==> config.mk <==
export PLATFORM = sky130hd
export DESIGN_NAME = lws_ctrl
export DESIGN_NICKNAME = d
export VERILOG_FILES = /design/src/design/lookahead_waypoint_search_assert.svh /design/src/design/lws_pkg.sv /design/src/design/lws_ctrl.sv
export SDC_FILE = /design/constraint.sdc
export NUM_CORES = 1
export LEC_CHECK = 0
export BUFFER_PORTS_ARGS = -buffer_cell sky130_fd_sc_hd__buf_2
export CORE_ASPECT_RATIO = 0.7
export CORE_MARGIN = 2
export CORE_UTILIZATION = 41
export CTS_CLUSTER_DIAMETER = 60
export DETAILED_ROUTE_END_ITERATION = 6
export SYNTH_ARGS = -nofsm -noshare
export SYNTH_HDL_FRONTEND = slang
export SYNTH_SLANG_ARGS = --single-unit
==> constraint.sdc <==
create_clock -name clk -period 8.9 [get_ports clk]
set_input_delay 1.78 -clock clk [delete_from_list [all_inputs] [get_ports clk]]
set_output_delay 1.78 -clock clk [all_outputs]
set_load 0.05 [all_outputs]
==> src/design/lookahead_waypoint_search_assert.svh <==
// assertion macros for the lookahead waypoint search
// expects clk and rst_n in the scope where the macros are used
`ifndef LOOKAHEAD_WAYPOINT_SEARCH_ASSERT_SVH
`define LOOKAHEAD_WAYPOINT_SEARCH_ASSERT_SVH

// same-cycle implication, checked on every rising edge out of reset
`define LWS_ASSERT_IMPLIES(label, ante, cons) \
    label: assert property (@(posedge clk) disable iff (!rst_n) (ante) |-> (cons)) \
        else $error("lookahead waypoint search: same-cycle check failed");

// next-cycle implication
`define LWS_ASSERT_NEXT(label, ante, cons) \
    label: assert property (@(posedge clk) disable iff (!rst_n) (ante) |=> (cons)) \
        else $error("lookahead waypoint search: next-cycle check failed");

`endif

==> src/design/lws_pkg.sv <==
// shared types and constants of the lookahead waypoint search
// no dependencies; used by the stream interface users, controller, datapath and top
`default_nettype none

package lws_pkg;

    // field widths
    localparam int COORD_W   = 24;
    localparam int IDX_W     = 10;
    localparam int LEN_W     = 11;
    localparam int LA_W      = 16;
    localparam int CFG_W     = 16;
    localparam int CFG_IDX_W = 1;

    // corner test geometry
    localparam int CORNER_OFFSET = 60;
    localparam int TAN_W         = 30;
    // tan(10 deg) in unsigned q0.32
    localparam logic [TAN_W-1:0] TAN10_Q32 = 30'd757318616;

    // datapath widths
    localparam int VEC_W  = COORD_W + 1;
    localparam int OPND_W = 31;
    localparam int PROD_W = 2 * OPND_W;
    localparam int DIST_W = 2 * COORD_W + 2;
    localparam int MAG_W  = 2 * VEC_W + 2;
    localparam int HALF_W = MAG_W / 2;
    localparam int CMP_W  = MAG_W + 32;

    // register indexes
    localparam logic [CFG_IDX_W-1:0] CFG_PATH_LENGTH = 1'd0;
    localparam logic [CFG_IDX_W-1:0] CFG_LOOKAHEAD   = 1'd1;

    localparam logic [LA_W-1:0] LOOKAHEAD_RESET = 16'd400;

    // request function codes
    localparam logic FUNC_LOAD  = 1'b0;
    localparam logic FUNC_QUERY = 1'b1;

    // multiplier operand selection
    typedef enum logic [1:0] {
        MUL_SQ,
        MUL_CROSS,
        MUL_DOT,
        MUL_TAN
    } mul_sel_t;

    typedef struct packed {
        logic                       func;
        logic [IDX_W-1:0]           wp_index;
        logic signed [COORD_W-1:0]  pos_x;
        logic signed [COORD_W-1:0]  pos_y;
    } req_item_t;

    typedef struct packed {
        logic [IDX_W-1:0] target_index;
        logic [IDX_W-1:0] nearest_index;
        logic             corner;
        logic             path_empty;
    } res_item_t;

    // controller to datapath commands
    typedef struct packed {
        logic     wr_en;
        logic     start;
        logic     rd_en;
        logic     sample;
        logic     ref_load;
        logic     cmp_near;
        logic     cmp_tgt;
        logic     tgt_init;
        logic     a_load;
        logic     b_load;
        mul_sel_t mul_sel;
        logic     cr_load;
        logic     dt_load;
        logic     corner_eval;
        logic     out_load;
        logic     out_empty;
    } lws_cmd_t;

    // datapath to controller status
    typedef struct packed {
        logic pipe_busy;
    } lws_stat_t;

endpackage

`default_nettype wire

==> src/design/lws_ctrl.sv <==
// controller: sequences the two path scans and the corner test, owns the result valid
// depends on lws_pkg
`default_nettype none

module lws_ctrl #(
    parameter int MAX_POINTS = 1024
) (
    input  wire logic                          clk,
    input  wire logic                          rst_n,
    input  wire logic                          req_valid,
    input  wire logic                          req_func,
    output logic                               req_ready,
    input  wire logic [lws_pkg::LEN_W-1:0]     path_length,
    input  wire logic [$clog2(MAX_POINTS)-1:0] near_index,
    input  wire lws_pkg::lws_stat_t            stat,
    input  wire logic                          out_ready,
    output logic                               out_valid,
    output lws_pkg::lws_cmd_t                  cmd,
    output logic [$clog2(MAX_POINTS)-1:0]      rd_addr,
    output logic [$clog2(MAX_POINTS)-1:0]      tgt_default
);
    import lws_pkg::*;

    localparam int IW = $clog2(MAX_POINTS);
    localparam int CW = $clog2(MAX_POINTS + 1);

    typedef enum logic [16:0] {
        S_IDLE   = 17'b0_0000_0000_0000_0001,
        S_NSCAN  = 17'b0_0000_0000_0000_0010,
        S_NDRAIN = 17'b0_0000_0000_0000_0100,
        S_TSCAN  = 17'b0_0000_0000_0000_1000,
        S_TDRAIN = 17'b0_0000_0000_0001_0000,
        S_CRD0   = 17'b0_0000_0000_0010_0000,
        S_CRD1   = 17'b0_0000_0000_0100_0000,
        S_CRD2   = 17'b0_0000_0000_1000_0000,
        S_CRD3   = 17'b0_0000_0001_0000_0000,
        S_CWAIT  = 17'b0_0000_0010_0000_0000,
        S_CBLD   = 17'b0_0000_0100_0000_0000,
        S_CMULX  = 17'b0_0000_1000_0000_0000,
        S_CMULD  = 17'b0_0001_0000_0000_0000,
        S_CDOT   = 17'b0_0010_0000_0000_0000,
        S_CTAN   = 17'b0_0100_0000_0000_0000,
        S_CEVAL  = 17'b0_1000_0000_0000_0000,
        S_FINISH = 17'b1_0000_0000_0000_0000
    } state_t;

    state_t        state_reg, state_next;
    logic [CW-1:0] cnt_reg, cnt_next;
    logic [CW-1:0] n_reg, n_next;
    logic [IW-1:0] addr_reg, addr_next;
    logic          empty_reg, empty_next;
    logic          out_valid_reg, out_valid_next;

    logic          accept;
    logic [CW-1:0] n_clamp;
    logic          last_issue;
    logic [IW-1:0] addr_inc;
    logic [IW-1:0] near_plus1, near_off, near_off1;
    logic          corner_skip;

    // address and length arithmetic
    always_comb
    begin
        accept      = req_valid && req_ready;
        n_clamp     = (32'(path_length) > MAX_POINTS) ? CW'(MAX_POINTS) : CW'(path_length);
        last_issue  = (cnt_reg == n_reg - CW'(1));
        addr_inc    = ((32'(addr_reg) + 1) == 32'(n_reg)) ? '0 : addr_reg + IW'(1);
        near_plus1  = IW'(32'(near_index) + 1);
        near_off    = IW'(32'(near_index) + CORNER_OFFSET);
        near_off1   = IW'(32'(near_index) + CORNER_OFFSET + 1);
        tgt_default = ((32'(near_index) + 1) == 32'(n_reg)) ? '0 : near_plus1;
        corner_skip = (32'(near_index) + CORNER_OFFSET + 1) >= 32'(n_reg);
    end

    // next state and commands
    always_comb
    begin
        state_next     = state_reg;
        cnt_next       = cnt_reg;
        n_next         = n_reg;
        addr_next      = addr_reg;
        empty_next     = empty_reg;
        out_valid_next = out_valid_reg && !out_ready;
        rd_addr        = addr_reg;
        cmd            = '0;
        cmd.mul_sel    = MUL_SQ;

        case (state_reg)
            S_IDLE:
            begin
                if (accept)
                begin
                    if (req_func == FUNC_LOAD)
                    begin
                        cmd.wr_en = 1'b1;
                    end
                    else
                    begin
                        cmd.start = 1'b1;
                        n_next    = n_clamp;
                        cnt_next  = '0;
                        addr_next = '0;
                        if (n_clamp == '0)
                        begin
                            empty_next = 1'b1;
                            state_next = S_FINISH;
                        end
                        else
                        begin
                            empty_next = 1'b0;
                            state_next = S_NSCAN;
                        end
                    end
                end
            end
            S_NSCAN:
            begin
                cmd.rd_en    = 1'b1;
                cmd.sample   = 1'b1;
                cmd.cmp_near = 1'b1;
                if (last_issue)
                begin
                    state_next = S_NDRAIN;
                end
                else
                begin
                    cnt_next  = cnt_reg + CW'(1);
                    addr_next = addr_inc;
                end
            end
            S_NDRAIN:
            begin
                cmd.cmp_near = 1'b1;
                if (!stat.pipe_busy)
                begin
                    cmd.tgt_init = 1'b1;
                    addr_next    = near_index;
                    cnt_next     = '0;
                    state_next   = S_TSCAN;
                end
            end
            S_TSCAN:
            begin
                cmd.rd_en   = 1'b1;
                cmd.sample  = 1'b1;
                cmd.cmp_tgt = 1'b1;
                if (last_issue)
                begin
                    state_next = S_TDRAIN;
                end
                else
                begin
                    cnt_next  = cnt_reg + CW'(1);
                    addr_next = addr_inc;
                end
            end
            S_TDRAIN:
            begin
                cmd.cmp_tgt = 1'b1;
                if (!stat.pipe_busy)
                begin
                    state_next = corner_skip ? S_FINISH : S_CRD0;
                end
            end
            S_CRD0:
            begin
                cmd.rd_en  = 1'b1;
                rd_addr    = near_index;
                state_next = S_CRD1;
            end
            S_CRD1:
            begin
                cmd.rd_en    = 1'b1;
                cmd.ref_load = 1'b1;
                rd_addr      = near_plus1;
                state_next   = S_CRD2;
            end
            S_CRD2:
            begin
                cmd.rd_en  = 1'b1;
                rd_addr    = near_off;
                state_next = S_CRD3;
            end
            S_CRD3:
            begin
                cmd.rd_en    = 1'b1;
                cmd.ref_load = 1'b1;
                cmd.a_load   = 1'b1;
                rd_addr      = near_off1;
                state_next   = S_CWAIT;
            end
            S_CWAIT:
            begin
                state_next = S_CBLD;
            end
            S_CBLD:
            begin
                cmd.b_load = 1'b1;
                state_next = S_CMULX;
            end
            S_CMULX:
            begin
                cmd.mul_sel = MUL_CROSS;
                state_next  = S_CMULD;
            end
            S_CMULD:
            begin
                cmd.mul_sel = MUL_DOT;
                cmd.cr_load = 1'b1;
                state_next  = S_CDOT;
            end
            S_CDOT:
            begin
                cmd.dt_load = 1'b1;
                state_next  = S_CTAN;
            end
            S_CTAN:
            begin
                cmd.mul_sel = MUL_TAN;
                state_next  = S_CEVAL;
            end
            S_CEVAL:
            begin
                cmd.corner_eval = 1'b1;
                state_next      = S_FINISH;
            end
            S_FINISH:
            begin
                if (!out_valid_reg || out_ready)
                begin
                    cmd.out_load   = 1'b1;
                    cmd.out_empty  = empty_reg;
                    out_valid_next = 1'b1;
                    state_next     = S_IDLE;
                end
            end
            default:
            begin
                state_next = S_IDLE;
            end
        endcase
    end

    // control registers
    always_ff @(posedge clk or negedge rst_n)
    begin
        if (!rst_n)
        begin
            state_reg     <= S_IDLE;
            cnt_reg       <= '0;
            n_reg         <= '0;
            addr_reg      <= '0;
            empty_reg     <= 1'b0;
            out_valid_reg <= 1'b0;
        end
        else
        begin
            state_reg     <= state_next;
            cnt_reg       <= cnt_next;
            n_reg         <= n_next;
            addr_reg      <= addr_next;
            empty_reg     <= empty_next;
            out_valid_reg <= out_valid_next;
        end
    end

    assign req_ready = (state_reg == S_IDLE);
    assign out_valid = out_valid_reg;

endmodule

`default_nettype wire

* After elaboration in Yosys (flattened, before gate mapping)
Index checks and enable logic that the tools add are counted.
** Operators by class
- Reduce and logical (&&, ||, !) cells :: 15
- $lt $le $gt $ge :: 2
- Equal/unequal tests :: 28
- $add $sub $neg :: 7
- Multiplexer cells :: 46
** Operators by type and width (number)
- one-hot mux 17 bit (17 select lines) :: 1
- 2-to-1 mux 17 bit :: 9
- 2-to-1 mux 10 bit :: 6
- 2-to-1 mux 11 bit :: 5
- one-hot mux 10 bit (4 select lines) :: 1
- equality test 11 bit :: 3
- one-hot mux 11 bit (3 select lines) :: 1
- one-hot mux 10 bit (3 select lines) :: 1
- adder 10 x 1 -> 11 bit (second input constant) :: 2
- equality test 17 x 1 -> 1 bit (second input constant) :: 1
- equality test 17 x 10 -> 1 bit (second input constant) :: 1
- equality test 17 x 11 -> 1 bit (second input constant) :: 1
- equality test 17 x 12 -> 1 bit (second input constant) :: 1
- equality test 17 x 13 -> 1 bit (second input constant) :: 1
- equality test 17 x 14 -> 1 bit (second input constant) :: 1
- equality test 17 x 15 -> 1 bit (second input constant) :: 1
- equality test 17 x 16 -> 1 bit (second input constant) :: 1
- equality test 17 bit (second input constant) :: 1
- equality test 17 x 2 -> 1 bit (second input constant) :: 1
- equality test 17 x 3 -> 1 bit (second input constant) :: 1
- equality test 17 x 4 -> 1 bit (second input constant) :: 1
- equality test 17 x 5 -> 1 bit (second input constant) :: 1
- equality test 17 x 6 -> 1 bit (second input constant) :: 1
- equality test 17 x 7 -> 1 bit (second input constant) :: 1
- other kinds (24) :: 54
** Storage, ports and cells
- Input port bits :: 27
- Register bits :: 51
- Output and inout port bits :: 39

* Longest topological paths before layout
Gate-level depths: netlist of the first run.
- Depth after elaboration :: 7
- Depth in mapped cells :: 16
- Mapped depth without buffers :: 15

* Worst setup path after synthesis of the first run
No wires, ideal clock.
- Path type :: input port to output port
- Start point :: in near_index[3]
- End point :: out rd_addr[8]
- Arrival time :: 4130 ps
- Setup slack :: 2990 ps
- Stages :: 10
- Cells stage by stage :: clkbuf_1 inv_1 ha_1 nor3b_1 or2_2 xnor2_1 xnor2_1 o2bb2ai_1 a211oi_1 a21oi_1
** Between the ends
- Cells in the longest elaborated chain, start to end :: 3
- Elaborated cells on any way between the ends :: 4
- Those cells by class :: 3 x add/sub; 1 x mux
** RTL lines
- start, declared :: RTL line lws_ctrl.sv:14 : input wire logic [$clog2(MAX_POINTS)-1:0] near_index,
- adder 10 x 6 -> 11 bit
- adder 11 x 1 -> 12 bit
- one-hot mux 10 bit (4 select lines) * :: RTL line lws_ctrl.sv:88 : case (state_reg)
- end, declared :: RTL line lws_ctrl.sv:19 : output logic [$clog2(MAX_POINTS)-1:0] rd_addr,
Every way passes the cells marked *; elsewhere a longest branch is shown, timed or not.

* Worst setup path in the final report of the first run
- Start point :: in near_index[0]
- End point :: out tgt_default[4]
** Between the ends
- Cells in the longest elaborated chain, start to end :: 3
** RTL lines
- adder 10 x 1 -> 11 bit * :: RTL line lws_ctrl.sv:71 : tgt_default = ((32'(near_index) + 1) == 32'(n_reg)) ? '0 : near_plus1;
- equality test 11 bit :: RTL line lws_ctrl.sv:71
- 2-to-1 mux 10 bit * :: RTL line lws_ctrl.sv:71
- end, declared :: RTL line lws_ctrl.sv:20 : output logic [$clog2(MAX_POINTS)-1:0] tgt_default
Marked as above.

==> results of run 1 <==
## area by class of cell
class / instances / share of cell area, %
flip-flops and latches: 51 / 23.4
clock buffers: 6 / 2.36
multi-input cells: 488 / 61.3
repair buffers: 70 / 6.64
inverters: 36 / 2.47
well taps: 157 / 3.59
clock inverters: 2 / 0.229
## worst max path at each step
stage,startpoint,endpoint,slack (ns),cells past startpoint
6_report,near_index[0],tgt_default[4],2.53,10
5_1_grt,near_index[0],tgt_default[4],2.27,10
4_1_cts,near_index[0],tgt_default[1],2.61,10
3_5_place_dp,near_index[0],tgt_default[1],2.61,10
3_3_place_gp,near_index[0],tgt_default[1],2.71,10
2_1_floorplan,near_index[3],rd_addr[8],2.99,10
## logic make-up (layout without fill, tap and decap cells)
| logic type | count (synthesis) | in the layout | synth area share [%] |
|---|---|---|---|
| compound gates | 150 | 150 | 22.1 |
| xor+xnor | 53 | 53 | 9.49 |
| fa+ha+maj | 17 | 17 | 4.35 |
| buf+inv | 70 | 114 | 5.47 |
| flops | 51 | 51 | 26.1 |
| mux | 7 | 7 | 1.56 |
| simple gates | 261 | 261 | 30.9 |
## cells in the final DEF, fill, tap and decap left out, types with 5 or more instances in the layout
master     count
a21oi_1       17
a21o_1         8
dfrtp_1       50
nor2b_1        7
buf_2         65
o211ai_1       6
o311ai_0       9
nand2b_1      14
or3_1          8
buf_4          5
clkbuf_16      5
o31ai_1        5
xor2_1        13
a32oi_1        5
or4_1          8
nor2_1        48
nor4_1        10
mux2_2         5
nand3_1       22
or2_2          5
and3_1        13
or3b_2        11
nand2_1       49
and2_1         6
a22oi_1        8
nor3_1        14
o22ai_1       13
xnor2_1       40
nand4_1       16
a31oi_1        7
inv_1         36
ha_1          17
nor4b_1        8
o21ai_0       31
## stage by stage
step                std cells  power, µW  cell area (µm²)  hold WS [ns]  utilization [%]
global route              810       1740             5470         0.544             46.8
CTS                       810       1620             5470         0.517             46.8
floorplan                 609       1140             4890         0.471                -
detailed placement        802       1420             5330         0.500             45.6
global placement          802       1410             5330         0.490             45.6
finish                    810       1640             5470         0.521             46.8
## worst max-delay path, stage by stage
cell	delay [ns]
buf_2	0.18
ha_1	0.40
nand4_1	0.30
nor3_1	0.31
xnor2_1	0.10
nor4_1	0.22
nand4_1	0.17
nor4_2	0.76
nor2_1	0.10
buf_2	0.26
## power by group
part / internal [µW] / switching [µW]
clock: 104 / 91.6
combinational: 368 / 650
sequential: 285 / 143
total: 758 / 885
## per-layer routing
layer  up-vias  track usage, %  wire [µm]
li1       2367               -          -
met1      2372            39.2       8220
met2       220            36.5       6480
met3        12            4.84       1320
met4         0            4.04        101
met5         -               0          0
==> flow_summary_export.csv, run 1 <==
group,metric,value,unit
status,status,"complete, no violations",
die,core_area,0.0117,mm²
final_layout,diodes,0,
logic_synthesis,synth.avg_cell_area,8.04,µm²
final_layout,multi_input_area,0.00335,mm²
routing,num_vias,4971,
min_path,hold_path.class,"flop to flop",
min_path,hold_path_depth,1,
place,dpl_worst_slack,2.61,ns
cts,cts_max_level,2,
final_layout,fin_nets,696,
routing,vias_per_cell,6.14,
cts,clock_path_buffers,2,
timing,finalMaxSlewViolations,0,
final_layout,fillCellCount,1149,
worst_setup_path,r2r-end,"state_reg[0]",
worst_setup_path,crit_type,"input pin to primary output",
logic_synthesis,synthDominantCellAreaShare,25.6,%
die,num_rows,33,
die,die_h,95.4,µm
die,die_w,135,µm
timing,finClkSkew,0.00993,ns
min_path,min-delay-start,"empty_reg",
worst_setup_path,rr_startpoint,"n_reg[1]",
timing,hold_viol,0,
worst_setup_path,cp.arrival,4.59,ns
cts,clock-sinks,51,
logic_synthesis,synth_commonest_cells,"50 x dfrtp_1, 49 x nand2_1, 48 x nor2_1",
logic_synthesis,yosysTopAreaCell,"dfrtp_1",
cts,holdBufCountCts,0,
die,initial_core_util,41.9,%
routing,drc,0,
power,ir_worst_vdd,0.108,mV
grt,grt_first_pass_wirelength,25200,µm
timing,fmax,0.157,GHz
final_layout,largest_reg_flops,17,
timing,rsz0062_at_grt,"false",
final_layout,final-seq-area,0.00128,mm²
grt,first_global_vias,4529,
timing,setup_ws,2.53,ns
logic_synthesis,syn-instance-count,609,
place,hpwl,12300,µm
timing,setup_viol,0,
timing,slew_headroom,33.4,%
grt,antenna_found_initial,0,
logic_synthesis,synth_cell_types,73,
routing,drt-initial-drc-count,585,
worst_setup_path,cp-end-kind,"primary output",
die,design.die.area,0.0128,mm²
place,io_buffers,65,
worst_setup_path,rr_worst_depth,9,
cts,cts_setup_buffers,0,
timing,finalCritPeriodShare,71.6,%
final_layout,syn_to_final_growth,11.7,%
worst_setup_path,cp-start-kind,"input pin",
routing,drt_pass1_iterations,5,
power,power_density,301,mW/mm²
timing,worst_pin_slew,0.990,ns
cts,ctsResizeCount,0,
worst_setup_path,critPathRequiredTime,7.12,ns
final_layout,drive_gt1_share,17.2,%
worst_setup_path,path_max_fanout,11,
logic_synthesis,ys_top_cells_by_area,"dfrtp_1 26%, xnor2_1 7.2%, ha_1 4.3%, nand2_1 3.8%, nor2_1 3.7%",
grt,grt_usage,25.3,%
cts,cts_buffers,5,
logic_synthesis,synth_edf_count,0,
logic_synthesis,async_reset_ff_share,100,%
logic_synthesis,synth.net_count,653,
timing,fin_crit,6.37,ns
min_path,whs_endpoint,"empty_reg",
place,place.gp.congestion,0.925,
routing,wl_per_cell,19.9,µm
logic_synthesis,synth_ff_type,"dfrtp_1",
job,drv_cap,0,
logic_synthesis,netlist_area,0.00489,mm²
logic_synthesis,yosysWarnings,0,
cts,cts_tree,"built",
cts,root_buffer,"clkbuf_16",
grt,grt_max_degree,52,
routing,antenna_left,0,
cts,clk_pin_slew,0.07,ns
logic_synthesis,yosysMostFrequentCell,"dfrtp_1",
grt,overflow,0,
power,p_leak,0.00239,µW
worst_setup_path,regToRegSetupSlack,5.30,ns
logic_synthesis,yosysSeqAreaShare,26.1,%
logic_synthesis,ys_ff_latch,51,
routing,drt-total-wl,16100,µm
timing,setup_tns,0,ns
die,ioPinCount,66,
cts,clock_latency,0.30,ns
Note: power is estimated with default switching activity, not from simulation.
==> inputs of run 2 (changes only) <==
==> constraint.sdc (replaced) <==
create_clock -name clk -period 5.2 [get_ports clk]
set_input_delay 1.04 -clock clk [delete_from_list [all_inputs] [get_ports clk]]
set_output_delay 1.04 -clock clk [all_outputs]
set_load 0.05 [all_outputs]
==> flow_summary_export.csv, run 2 (synthesized netlist as in run 1, its figures left out) <==
group,metric,value,unit
power,p_comb_share,60.3,%
timing,finalCritPeriodShare,84.7,%
final_layout,syn_to_final_growth,12.1,%
cts,root_buffer,"clkbuf_16",
cts,cts_tree,"built",
cts,cts_setup_buffers,0,
routing,drt-total-wl,15700,µm
worst_setup_path,crit_family,"simple AND/OR/NAND/NOR gates",
power,intPower,1340,µW
power,p_seq_share,25.8,%
routing,vias_per_cell,6.21,
cts,ctsResizeCount,0,
timing,fmax,0.227,GHz
power,p_leak,0.00240,µW
cts,cts_buffers,5,
grt,grt_usage,24.9,%
final_layout,final_cell_mix,"65 x buf_2, 50 x dfrtp_1, 49 x nand2_1, 48 x nor2_1, 40 x xnor2_1",
timing,worst_pin_slew,1.30,ns
power,sw_frac_of_total,52.7,%
worst_setup_path,cp_cell_sequence,"buf_2 -> ha_1 -> nand4_1 -> nor3_1 -> xnor2_1 -> nor4_1 -> nand4_1 -> nor4_2 -> buf_4 -> nor2_1 -> buf_2",
place,place.gp.congestion,0.926,
power,clockPowerShare,13.9,%
timing,hold_viol,0,
power,power_density,516,mW/mm²
power,ir_worst_vdd,0.204,mV
min_path,hold_path_depth,1,
final_layout,drive_gt1_share,17.1,%
place,io_buffers,65,
die,die_h,95.4,µm
die,core_area,0.0117,mm²
status,status,"complete, no violations",
job,drv_cap,0,
timing,fin_crit,4.40,ns
routing,drt_pass1_iterations,5,
grt,first_global_vias,4592,
worst_setup_path,path_max_fanout,11,
worst_setup_path,cp_slowest_cell,"ha_1",
worst_setup_path,cp.arrival,3.36,ns
cts,clock_latency,0.29,ns
cts,clock_path_buffers,2,
place,hpwl,12200,µm
final_layout,fin_nets,694,
worst_setup_path,path_buf_inv,3,
worst_setup_path,critPathRequiredTime,4.16,ns
grt,grt_max_degree,52,
die,die_w,135,µm
timing,hold_ws,0.502,ns
timing,finalMaxSlewViolations,0,
grt,overflow,0,
worst_setup_path,cp_num_cells,11,
routing,wl_per_cell,19.4,µm
routing,antenna_left,0,
routing,drt-initial-drc-count,505,
routing,drc,0,
cts,cts_max_level,2,
place,dpl_cell_area,0.00531,mm²
cts,clock-sinks,51,
min_path,hold_path.class,"flop to flop",
timing,rsz0062_at_grt,"false",
die,initial_core_util,41.9,%
timing,finClkSkew,0.00557,ns
timing,setup_tns,0,ns
worst_setup_path,rr_worst_depth,9,
timing,slew_headroom,12.7,%
die,design.die.area,0.0128,mm²
final_layout,final_area,0.00548,mm²
cts,clk_pin_slew,0.07,ns
final_layout,diodes,0,
grt,antenna_found_initial,0,
grt,grt_first_pass_wirelength,25000,µm
die,ioPinCount,66,
power,p_switching,1490,µW
routing,num_vias,5020,
worst_setup_path,cp-start-kind,"input pin",
cts,holdBufCountCts,0,
worst_setup_path,cp-end-kind,"primary output",
worst_setup_path,cpPeakStageDelay,0.41,ns
final_layout,final_common_cell,"buf_2",
die,num_rows,33,
final_layout,largest_reg_flops,17,
timing,setup_viol,0,
worst_setup_path,crit_type,"input pin to primary output",
## run 2: stage by stage
step	setup WS, ns	total power [µW]	utilization (%)	instances
2_1_floorplan	0.770	1960	-	609
3_3_place_gp	0.985	2370	45.4	800
3_5_place_dp	0.827	2400	45.4	800
4_1_cts	0.799	2810	46.9	808
5_1_grt	0.457	3030	46.9	808
6_report	0.798	2830	46.9	808
## run 2: worst paths after layout
check,start,endpoint,slack (ns)
setup / recovery,near_index[0],tgt_default[2],0.80
hold / removal,empty_reg,empty_reg,0.50
setup reg to reg,n_reg[0],addr_reg[1],1.30
hold reg to reg,empty_reg,empty_reg,0.50
max in group asynchronous,rst_n,addr_reg[9],3.89
min in group asynchronous,rst_n,cnt_reg[7],0.87
## run 2: cell type report
class | count | area [µm²]
clock buffer | 6 | 139
clock inverter | 2 | 35.0
fill | 1192 | 6200
inverter | 36 | 135
multi-input combinational | 488 | 3350
sequential | 51 | 1280
tap | 157 | 196
timing repair buffer | 68 | 348
## run 2: power groups by stage
| stage | clock [µW] | combinational [µW] | sequential, µW |
|---|---|---|---|
| finish | 394 | 1710 | 729 |
| floorplan | 0 | 1390 | 568 |
| detailed placement | 0 | 1680 | 725 |
| global placement | 0 | 1650 | 724 |
| global route | 417 | 1870 | 741 |
| CTS | 403 | 1680 | 719 |
## run 2: layer usage
metal  GRT usage (%)  up-vias  wire, µm
met5               0        -         0
li1                -     2362         -
met2            36.2      238      6440
met4            4.56        0        84
met3            5.05        8      1460
met1            38.2     2412      7680
==> inputs of run 3 (changes only) <==
==> constraint.sdc (replaced) <==
create_clock -name clk -period 3.9 [get_ports clk]
set_input_delay 0.78 -clock clk [delete_from_list [all_inputs] [get_ports clk]]
set_output_delay 0.78 -clock clk [all_outputs]
set_load 0.05 [all_outputs]
==> flow_summary_export.csv, run 3 (synthesized netlist as in run 1, its figures left out) <==
group,metric,value,unit
status,status,"complete, no violations",
power,p_switching,2050,µW
final_layout,final_common_cell,"buf_2",
power,ir_worst_vdd,0.314,mV
power,p_comb_share,62.0,%
die,die_w,135,µm
worst_setup_path,cp-end-kind,"primary output",
grt,grt_usage,25.7,%
cts,clk_pin_slew,0.08,ns
min_path,min-delay-start,"empty_reg",
timing,setup_viol,0,
grt,antenna_found_initial,0,
grt,grt_first_pass_wirelength,25700,µm
timing,finClkSkew,0.00717,ns
final_layout,syn_to_final_growth,14.7,%
die,design.die.area,0.0128,mm²
die,die_h,95.4,µm
final_layout,fin_util,48.0,%
cts,clock_latency,0.30,ns
routing,wl_per_cell,19.5,µm
final_layout,fillCellCount,1169,
cts,clock-sinks,51,
place,place.gp.congestion,0.939,
final_layout,drive_gt1_share,19.5,%
power,p_seq_share,24.5,%
worst_setup_path,cp-start-kind,"input pin",
place,hpwl,12600,µm
timing,finalMaxSlewViolations,0,
worst_setup_path,critPathRequiredTime,3.12,ns
worst_setup_path,cp.arrival,3.04,ns
die,core_area,0.0117,mm²
cts,cts_max_level,2,
job,drv_cap,0,
min_path,hold_path.class,"flop to flop",
worst_setup_path,rr_worst_depth,9,
power,power_density,695,mW/mm²
timing,worst_pin_slew,0.884,ns
routing,drt-total-wl,16000,µm
timing,hold_viol,0,
worst_setup_path,crit_type,"input pin to primary output",
routing,antenna_left,0,
grt,overflow,0,
die,ioPinCount,66,
routing,vias_per_cell,6.11,
cts,holdBufCountCts,0,
worst_setup_path,path_max_fanout,9,
power,sw_frac_of_total,52.5,%
final_layout,largest_reg_flops,17,
power,p_leak,0.00246,µW
timing,fmax,0.262,GHz
grt,use_met2,37.0,%
die,num_rows,33,
cts,clock_path_buffers,2,
worst_setup_path,regToRegSetupSlack,0.35,ns
timing,fin_crit,3.82,ns
worst_setup_path,rr_startpoint,"n_reg[1]",
final_layout,final_cell_mix,"65 x buf_2, 50 x dfrtp_1, 49 x nand2_1, 48 x nor2_1, 40 x xnor2_1",
power,clockPowerShare,13.5,%
place,io_buffers,65,
timing,finalCritPeriodShare,97.9,%
worst_setup_path,cp-startpoint,"near_index[2]",
power,intPower,1850,µW
worst_setup_path,critPathCapture,"rd_addr[8]",
timing,rsz0062_at_grt,"false",
worst_setup_path,r2r-end,"state_reg[1]",
routing,drt_pass1_iterations,5,
final_layout,diodes,0,
cts,root_buffer,"clkbuf_16",
cts,cts_buffers,5,
grt,grt_use_met1,39.7,%
timing,slew_headroom,40.9,%
final_layout,fin_nets,709,
timing,setup_tns,0,ns
grt,grt_busiest_layer,"met1",
die,initial_core_util,41.9,%
grt,grt_max_degree,34,
routing,drt-initial-drc-count,408,
grt,grt.met3_usage,4.47,%
routing,drc,0,
cts,cts_tree,"built",
grt,first_global_vias,4723,
routing,num_vias,5031,
[run 3: critical path, stage by stage]
cell and delay [ns]:
buf_2 0.21, inv_1 0.09, ha_1 0.28, nor3b_2 0.21
or2_2 0.35, xnor2_1 0.15, xnor2_1 0.31, o2bb2ai_1 0.16
a211oi_1 0.08, a21oi_2 0.14, buf_2 0.27
[run 3: routing by layer]
layer  vias to the layer above  routed length [µm]
met5                         -                   0
met4                         0                 172
met3                        15                1370
met2                       219                6360
met1                      2409                8120
li1                       2388                   -
[run 3: cell type report]
class | instances | area [µm²] | share of cell area (%)
clock buffers | 6 | 129 | 2.30
clock inverters | 2 | 37.5 | 0.669
inverters | 36 | 135 | 2.41
multi-input cells | 488 | 3380 | 60.2
flip-flops and latches | 51 | 1280 | 22.8
well taps | 157 | 196 | 3.50
repair buffers | 83 | 460 | 8.20
[run 3: what timing repair did]
action                                  4_1_cts  5_1_grt
gates resized for setup                       2        4
pin swaps                                     1        0
endpoints found under the hold margin         0        0
buffers inserted                              1        0
endpoints found under the setup margin        5        5
[run 3: how the worst min path moves through the flow]
stage                      endpoint  slack (ns)  depth (start not counted)
after floorplan           empty_reg        0.47                          1
after CTS                 empty_reg        0.51                          1
after global placement    empty_reg        0.49                          1
final                     empty_reg        0.51                          1
after detailed placement  empty_reg        0.49                          1
after global routing      empty_reg        0.53                          1
[run 3: power groups by stage]
stage	Sequential [µW]	Clock [µW]	Combinational, µW
after global placement	944	0	2330
after floorplan	757	0	1860
after global routing	974	550	2630
after detailed placement	948	0	2370
after CTS	939	531	2390
final	955	526	2420
[run 3: metrics by stage]
step	hold WS [ns]	instances	instance area [µm²]	setup slack (ns)	total power, µW
2_1_floorplan	0.471	609	4900	0.0187	2610
3_3_place_gp	0.488	814	5410	0.101	3270
3_5_place_dp	0.489	814	5410	0.0595	3320
4_1_cts	0.507	823	5590	0.0196	3860
5_1_grt	0.530	823	5610	0.000234	4150
6_report	0.507	823	5610	0.0812	3900
